### src/vdd_pkg.sv
// ----------------------------------------------------------------------------
// Vertex dedup package
// Shared constants and the float32 equality helper.
// ----------------------------------------------------------------------------
package vdd_pkg;

  localparam int unsigned TableDepthDef   = 256;
  localparam int unsigned SourceBitsDef   = 16;
  localparam int unsigned VertexCountBits = 16;
  localparam int unsigned IndexOutBits    = 8;
  localparam int unsigned CfgIndexBits    = 1;

  localparam logic [CfgIndexBits-1:0] CfgMatchBySource = 1'b0;
  localparam logic [CfgIndexBits-1:0] CfgVertexCount   = 1'b1;

  localparam logic CmdLookup = 1'b0;
  localparam logic CmdClear  = 1'b1;

  localparam logic [31:0] FloatOne = 32'h3F80_0000;

  // IEEE equality: +0 equals -0, NaN equals nothing.
  function automatic logic f32_eq(input logic [31:0] a, input logic [31:0] b);
    logic a_nan;
    logic b_nan;
    a_nan = (a[30:23] == 8'hFF) && (a[22:0] != 23'd0);
    b_nan = (b[30:23] == 8'hFF) && (b[22:0] != 23'd0);
    if (a_nan || b_nan) begin
      return 1'b0;
    end
    if ((a[30:0] == 31'd0) && (b[30:0] == 31'd0)) begin
      return 1'b1;
    end
    return a == b;
  endfunction

endpackage

### src/vdd_flip.sv
// ----------------------------------------------------------------------------
// Float flip unit
// Computes 1.0 - v in float32, round to nearest even, as a sequence of steps:
// one alignment shift per cycle, then add/subtract, then a one-bit-per
// cycle normalization, then rounding.
// ----------------------------------------------------------------------------
module vdd_flip (
  input  logic        clk_i,
  input  logic        rst_ni,
  input  logic        start_i,
  input  logic [31:0] v_i,
  output logic        done_o,
  output logic [31:0] res_o
);

  import vdd_pkg::*;

  typedef enum logic [2:0] {
    FIdle, FAlign, FAdd, FNorm, FRound
  } fstate_e;

  // Operation is a - b with a = 1.0, b = v.  As a + (-v).
  fstate_e     state_q, state_d;
  logic        sa_q, sa_d;          // sign of larger-magnitude operand
  logic        sb_q, sb_d;
  logic [7:0]  ea_q, ea_d;          // exponent of larger operand
  logic [26:0] ma_q, ma_d;          // mantissa with guard/round/sticky
  logic [26:0] mb_q, mb_d;
  logic [8:0]  shamt_q, shamt_d;
  logic [27:0] sum_q, sum_d;
  logic [9:0]  exp_q, exp_d;        // signed-ish working exponent
  logic [31:0] res_q, res_d;
  logic        done_q, done_d;

  logic        v_nan, v_inf, v_zero;
  logic [7:0]  ve_eff;
  logic [23:0] vm;
  logic        nb;
  logic [27:0] rnd;
  logic        lsb, grd, rbit, stk, inc;

  always_comb begin
    ve_eff = (v_i[30:23] == 8'd0) ? 8'd1 : v_i[30:23];
    vm     = {(v_i[30:23] != 8'd0), v_i[22:0]};
    v_nan  = (v_i[30:23] == 8'hFF) && (v_i[22:0] != 23'd0);
    v_inf  = (v_i[30:23] == 8'hFF) && (v_i[22:0] == 23'd0);
    v_zero = (v_i[30:0] == 31'd0);
    nb     = ~v_i[31];
    state_d = state_q;
    sa_d = sa_q; sb_d = sb_q; ea_d = ea_q;
    ma_d = ma_q; mb_d = mb_q; shamt_d = shamt_q; sum_d = sum_q;
    exp_d = exp_q; res_d = res_q; done_d = 1'b0;
    rnd = 28'd0; lsb = 1'b0; grd = 1'b0; rbit = 1'b0; stk = 1'b0; inc = 1'b0;
    unique case (state_q)
      FIdle: begin
        if (start_i) begin
          if (v_nan) begin
            res_d = {v_i[31], 8'hFF, 1'b1, v_i[21:0]};
            done_d = 1'b1;
          end else if (v_inf) begin
            res_d = {nb, 8'hFF, 23'd0};
            done_d = 1'b1;
          end else if (v_zero) begin
            res_d = FloatOne;
            done_d = 1'b1;
          end else if ({ve_eff, vm} > {8'd127, 24'h80_0000}) begin
            // |v| larger: it leads
            sa_d = nb; ea_d = ve_eff; ma_d = {vm, 3'd0};
            sb_d = 1'b0; mb_d = {24'h80_0000, 3'd0};
            shamt_d = {1'b0, ve_eff - 8'd127};
            state_d = FAlign;
          end else begin
            sa_d = 1'b0; ea_d = 8'd127; ma_d = {24'h80_0000, 3'd0};
            sb_d = nb; mb_d = {vm, 3'd0};
            shamt_d = {1'b0, 8'd127 - ve_eff};
            state_d = FAlign;
          end
        end
      end
      FAlign: begin
        // Shift the smaller operand right one place per cycle, keep sticky.
        if (shamt_q == 9'd0 || mb_q == 27'd0) begin
          state_d = FAdd;
        end else begin
          mb_d = {1'b0, mb_q[26:2], mb_q[1] | mb_q[0]};
          shamt_d = shamt_q - 9'd1;
        end
      end
      FAdd: begin
        if (sa_q == sb_q) begin
          sum_d = {1'b0, ma_q} + {1'b0, mb_q};
        end else begin
          sum_d = {1'b0, ma_q} - {1'b0, mb_q};
        end
        exp_d = {2'b00, ea_q};
        if (sum_d == 28'd0) begin
          res_d = 32'd0;
          done_d = 1'b1;
          state_d = FIdle;
        end else begin
          state_d = FNorm;
        end
      end
      FNorm: begin
        if (sum_q[27]) begin
          sum_d = {1'b0, sum_q[27:2], sum_q[1] | sum_q[0]};
          exp_d = exp_q + 10'd1;
          state_d = FRound;
        end else if (!sum_q[26] && exp_q > 10'd1) begin
          sum_d = {sum_q[26:0], 1'b0};
          exp_d = exp_q - 10'd1;
        end else begin
          state_d = FRound;
        end
      end
      FRound: begin
        lsb  = sum_q[3];
        grd  = sum_q[2];
        rbit = sum_q[1];
        stk  = sum_q[0];
        inc  = grd & (rbit | stk | lsb);
        rnd  = {1'b0, sum_q[27:3]} + {27'd0, inc};
        // rnd[24] set means a carry into a new binade
        if (rnd[24]) begin
          res_d = {sa_q, exp_q[7:0] + 8'd1, rnd[23:1]};
          if (exp_q[7:0] + 8'd1 == 8'hFF) begin
            res_d = {sa_q, 8'hFF, 23'd0};
          end
        end else if (!rnd[23]) begin
          res_d = {sa_q, 8'd0, rnd[22:0]};
        end else begin
          res_d = {sa_q, exp_q[7:0], rnd[22:0]};
        end
        done_d = 1'b1;
        state_d = FIdle;
      end
      default: state_d = FIdle;
    endcase
  end

  always_ff @(posedge clk_i or negedge rst_ni) begin
    if (!rst_ni) begin
      state_q <= FIdle;
      done_q  <= 1'b0;
    end else begin
      state_q <= state_d;
      done_q  <= done_d;
    end
  end

  always_ff @(posedge clk_i) begin
    sa_q <= sa_d; sb_q <= sb_d; ea_q <= ea_d;
    ma_q <= ma_d; mb_q <= mb_d; shamt_q <= shamt_d; sum_q <= sum_d;
    exp_q <= exp_d; res_q <= res_d;
  end

  assign done_o = done_q;
  assign res_o  = res_q;

endmodule

### config.mk
export PLATFORM = sky130hd
export DESIGN_NAME = vdd_flip
export DESIGN_NICKNAME = d
export VERILOG_FILES = /design/src/vdd_pkg.sv /design/src/vdd_flip.sv
export SDC_FILE = /design/constraint.sdc
export NUM_CORES = 1
export LEC_CHECK = 0
export BUFFER_PORTS_ARGS = -buffer_cell sky130_fd_sc_hd__buf_2
export CAP_MARGIN = 0
export CORE_UTILIZATION = 62
export DETAILED_ROUTE_END_ITERATION = 10
export PLACE_DENSITY = 0.81
export SLEW_MARGIN = 10
export SYNTH_ARGS = -nofsm -noshare
export SYNTH_HDL_FRONTEND = slang
export SYNTH_SLANG_ARGS = --single-unit
### constraint.sdc
create_clock -name clk_i -period 5.9 [get_ports clk_i]
set_input_delay 1.77 -clock clk_i [delete_from_list [all_inputs] [get_ports clk_i]]
set_output_delay 1.77 -clock clk_i [all_outputs]
set_load 0.01 [all_outputs]
; ---- Word-level counts from Yosys, hierarchy flattened
; Cells that the tools add are included.
; Widths: inputs -> output; s select.
[totals]
elab_cells = 118
regBits = 147
output_inout_bits = 33
[classes]
n_addsub = 9
reduce_logical = 22
n_mux = 47
n_bitwise = 8
order_cmp = 2
n_eq_ne = 17
[op_table]
columns = cell, count
row1 = $mux 27, 6
row2 = $mux 32, 5
row3 = $mux 28, 4
row4 = $pmux 32 s3, 1
row5 = $mux 31, 3
row6 = $pmux 28 s2, 1
row7 = $pmux 27 s2, 1
row8 = $mux 9, 5
row9 = $gt 32x31->1 const B, 1
row10 = $logic_not 31->1, 1
row11 = $add 27x27->28, 1
row12 = $logic_not 28->1, 1
row13 = $sub 27x27->28, 1
row14 = $logic_not 27->1, 1
row15 = $add 25x1->25, 1
row16 = $logic_not 23->1, 1
row17 = $reduce_bool 23->1, 1
row18 = $mux 3, 7
row19 = $mux 10, 2
row20 = $pmux 10 s2, 1
row21 = $pmux 9 s2, 1
row22 = $eq 8x8->1 const B, 2
row23 = $mux 8, 2
row24 = $ne 2x2->1 const B, 7
row25 = 33 further kinds, 48

; ---- Longest topological paths before layout
[logic_depth]
depth_word = 9
mapped_depth = 13
ltp_nobuf = 11

; ---- Worst setup path before layout
; OpenSTA, ideal clock, no wires.
[synth_path]
kind = reg2reg
startpoint = register mb_q[12]
endpoint = register res_q[0] (netlist: res_o[0]), enable pin
path_stages_with_launch = 13
t_arrival_ps = 3796
period_less_slack_ps = 4190
t_required_ps = 5506
path_buffers = 1
slack_ps = 1710
setup_time_ps = 394
cell_sequence = edfxtp_1 -> inv_1 -> ha_1 -> buf_6 -> or4_1 -> nand2b_4 -> a211oi_2 -> o21ai_2 -> a41o_1 -> or3_1 -> a211o_1 -> nor3_2 -> a32o_1
[synth_via]
elab_chain_cells = 6
elab_cells_between_ends = 7
cone_classes = add/sub (2) / eq/ne (1) / mux (2) / reduce/logical (2)
[synth_lines]
columns = item, line
row1 = "start, declared", vdd_flip.sv:28  ; logic [26:0] mb_q, mb_d;
row2 = "start signal, assigned", vdd_flip.sv:153  ; ma_q <= ma_d; mb_q <= mb_d; shamt_q <= shamt_d; sum_q <= sum_d;
row3 = $sub 27x27->28 / $add 27x27->28 (equally long branches), "vdd_flip.sv:93, vdd_flip.sv:91"
row4 = $mux 28 (*), vdd_flip.sv:90  ; if (sa_q == sb_q) begin
row5 = $mux 28 (*), vdd_flip.sv:54  ; unique case (state_q)
row6 = $logic_not 28->1 (*), vdd_flip.sv:96  ; if (sum_d == 28'd0) begin
row7 = $ne 2x2->1 (no line) (*), -
row8 = $reduce_and 4->1 (no line) (*), -
row9 = "end signal, assigned", vdd_flip.sv:154  ; exp_q <= exp_d; res_q <= res_d;
row10 = "end, declared", vdd_flip.sv:32  ; logic [31:0] res_q, res_d;
; Mark *: on every way between the ends. The rest lies on a longest branch, timed or not. The select of a mux whose other input is x is not followed.
; A chain may end at the register's enable or synchronous reset.

; ---- Final worst setup path
[layout_path]
startpoint = register ma_q[9]
endpoint = register res_q[8] (netlist: res_o[8]), enable pin
[layout_via]
elab_chain_cells = 6
elab_cells_between_ends = 7
cone_classes = add/sub (2) / eq/ne (1) / mux (2) / reduce/logical (2)
[layout_lines]
columns = item, line
row1 = "start, declared", vdd_flip.sv:27  ; logic [26:0] ma_q, ma_d;
row2 = "start signal, assigned", vdd_flip.sv:153
row3 = $sub 27x27->28 / $add 27x27->28 (equally long branches), "vdd_flip.sv:93, vdd_flip.sv:91"
row4 = $mux 28 (*), vdd_flip.sv:90
row5 = $mux 28 (*), vdd_flip.sv:54
row6 = $logic_not 28->1 (*), vdd_flip.sv:96
row7 = $ne 2x2->1 (no line) (*), -
row8 = $reduce_and 4->1 (no line) (*), -
; Marked as above.

==> impl_metrics.toml <==
[status]
outcome = "finished, final reports clean"

[timing]
hold_viol = 0
finalClockSkew_ns = 0.0180
max_freq_mhz = 220
fin_crit_sh_pct = 77.1
period_needed_ns = 4.55
setup_ws_ns = 1.35
timing.final.max_slew_violations = 0
setup_viol = 0
setup_tns_ns = 0
slew_headroom_pct = 37.3
tightest_slew_ns = 0.940
rsz0062_at_grt = "no"

[cts]
root_buffer = "clkbuf_16"
post_cts_buffers = 0
clock_path_buffers = 2
numCtsBuffers = 17
clock_latency_ns = 0.43
cts_sinks = 144
cts.clk_slew.worst_paths_ns = 0.08
cts_hold_buf = 0
cts-resized-gates = 0
cts_tree = "built"
htreeDepth = 4

[grt]
grt_pass1_vias = 9013
grt_usage_pct = 39.8
grt_first_pass_wirelength_mm = 53.2
grt_overflow_total = 0
grt_antenna_before_repair = 0
grt_max_degree = 53

[yosys]
ys_seq_area_share_pct = 40.0
yosysWarningCount = 0
syn_avg_cell_area_um2 = 8.99
synth_nets = 1288
syn_area_um2 = 10800
yosys_register_bits = 144
synth_edf_count = 140
ys_types = 83
async_flop_share_pct = 2.78
synth_top_area_share_pct = 39.1
synth_largest_area_cell = "edfxtp_1"
synth-main-ff-cell = "edfxtp_1"
syn_inst = 1197
netlist_top_cells_area = "edfxtp_1 (39%), ha_1 (6.4%), o21ai_0 (4.9%)"

[layout]
area_growth_syn_to_layout_pct = 9.19
n_fill_cell = 1261
drive_above_1_share_pct = 11.7
final_cells = 1457
fin_nets = 1315
antenna_cells = 0

[drt]
ant_nets = 0
vias = 10355
drt_wl_total_mm = 35.3
drc_errors = 0
dr.pass1.iters = 6
initialDrtViolationCount = 1741
wl_per_cell_um = 24.2
via_per_inst = 7.11

[power_and_ir_drop]
vdd_drop_max_v = 0.000319
power_density_nw_per_um2 = 637
p_leak_uw = 0.00449

[die]
die_y_um = 134
die_w_um = 134
core_area_um2 = 16800
dieArea_um2 = 17900
io_pins = 68
start_util_pct = 64.2
rows = 47

[flow_run]
cap_viol_max_count = 0

[setup_path]
worstSetupPathType = "reg -> reg"
start_kind = "register"
critPathMaxFanout = 32
critPathArrivalTime_ns = 4.63
critical_path.endpoint_type = "register"
cp.required_ns = 5.98

[placement]
gp_congestion = 1.04
io_buffers = 67
place_ws_ns = 1.52
place_inst = 1425
hpwl_mm = 26.1

[min_path]
min_path_type = "reg -> reg"
area by class of cell:
class / instances / area (um^2) / area share (%)
Clock inverter: 15 / 185 / 1.58
Clock buffer: 17 / 425 / 3.62
Tap cell: 220 / 275 / 2.34
Multi-Input combinational cell: 918 / 5880 / 50.0
Inverter: 59 / 221 / 1.88
Sequential cell: 144 / 4300 / 36.6
Timing Repair Buffer: 84 / 463 / 3.94
Yosys cell counts, drive strengths merged (8+ instances only):
cell	number
o211ai	9
nand4	17
nand2b	8
nor2	75
edfxtp	140
a211oi	16
and2	9
a32oi	11
xnor2	32
a21o	11
and3	17
nor2b	40
ha	55
nor4	28
o21ai	110
or3	18
xor2	33
nand2	118
buf	19
nor3	30
a21oi	76
clkbuf	57
nand3	69
a22o	9
inv	58
o31ai	8
a31oi	12
registers in the layout, indices dropped and copies added, names as in the netlist:
register / cells
done_o: 1
shamt_q: 9
state_q: 3
sa_q: 1
sum_q: 28
ma_q: 24
ea_q: 8
exp_q: 10
mb_q: 27
sb_q: 1
res_o: 32
cell usage in the layout, fill, tap and decap left out, types with 12 or more instances in the layout:
master     count
a211oi_1      14
a21oi_1       76
a31oi_1       12
and3_1        17
buf_2         67
buf_4         17
clkbuf_16     17
edfxtp_1     140
ha_1          55
inv_1         58
nand2_1      118
nand3_1       69
nand4_1       17
nor2_1        73
nor2b_1       40
nor3_1        28
nor4_1        28
o21ai_0      106
or3_1         17
xnor2_1       29
xor2_1        32
metrics by stage:
step / utilization (%) / cell area, um^2 / power [uW] / hold WS [ns]
3_5_place_dp: 66.5 / 11100 / 6110 / 0.532
6_report: 70.1 / 11800 / 7490 / 0.548
5_1_grt: 70.1 / 11800 / 7860 / 0.559
2_1_floorplan: - / 10800 / 4980 / 0.496
4_1_cts: 70.1 / 11700 / 7270 / 0.550
3_3_place_gp: 66.5 / 11100 / 6070 / 0.503
worst max-delay path, cell delays in order, from the launching register on:
cell	delay (ns)
edfxtp_1	0.43
ha_1	0.46
or4_1	0.58
nand2b_4	0.18
a211oi_2	0.41
nor4_1	0.13
or3_1	0.36
a22oi_1	0.20
nand4_1	0.14
nor4b_2	0.62
a32o_1	0.28
buf_4	0.38
metal layers:
metal  track usage, %  part of all wire [%]
met1             60.1                    40
met2             55.5                    42
met3             9.30                    15
met4             14.0                   3.3
met5                0                     0
final timing paths:
check / slack (ns) / cells after the start / endpoint / from
max in group asynchronous: 4.60 / 1 / state_q[2] / rst_ni
min reg2reg: 0.55 / 2 / exp_q[0] / ea_q[0]
max reg2reg: 1.35 / 11 / res_o[8] / ma_q[9]
max: 1.35 / 11 / res_o[8] / ma_q[9]
min in group asynchronous: 1.15 / 1 / done_o / rst_ni
min: 0.55 / 2 / exp_q[0] / ea_q[0]
logic make-up (layout without fill, tap and decap cells):
kind of cell,after synthesis,after routing,synth area share (%)
AND/OR/NAND/NOR,460,460,21.8
AO/OA/AOI/OAI,336,336,20.3
flip-flops,144,144,40.0
buffers and inverters,135,175,5.95
XOR/XNOR,65,65,5.29
adder cells (fa/ha/maj),56,56,6.58
other,1,1,0.0348
report_power, final:
part	internal (uW)	switching (uW)	total (uW)
combinational	1350	2820	4170
clock	646	491	1140
sequential	1750	433	2180
Note: power is estimated with default switching activity, not from simulation.
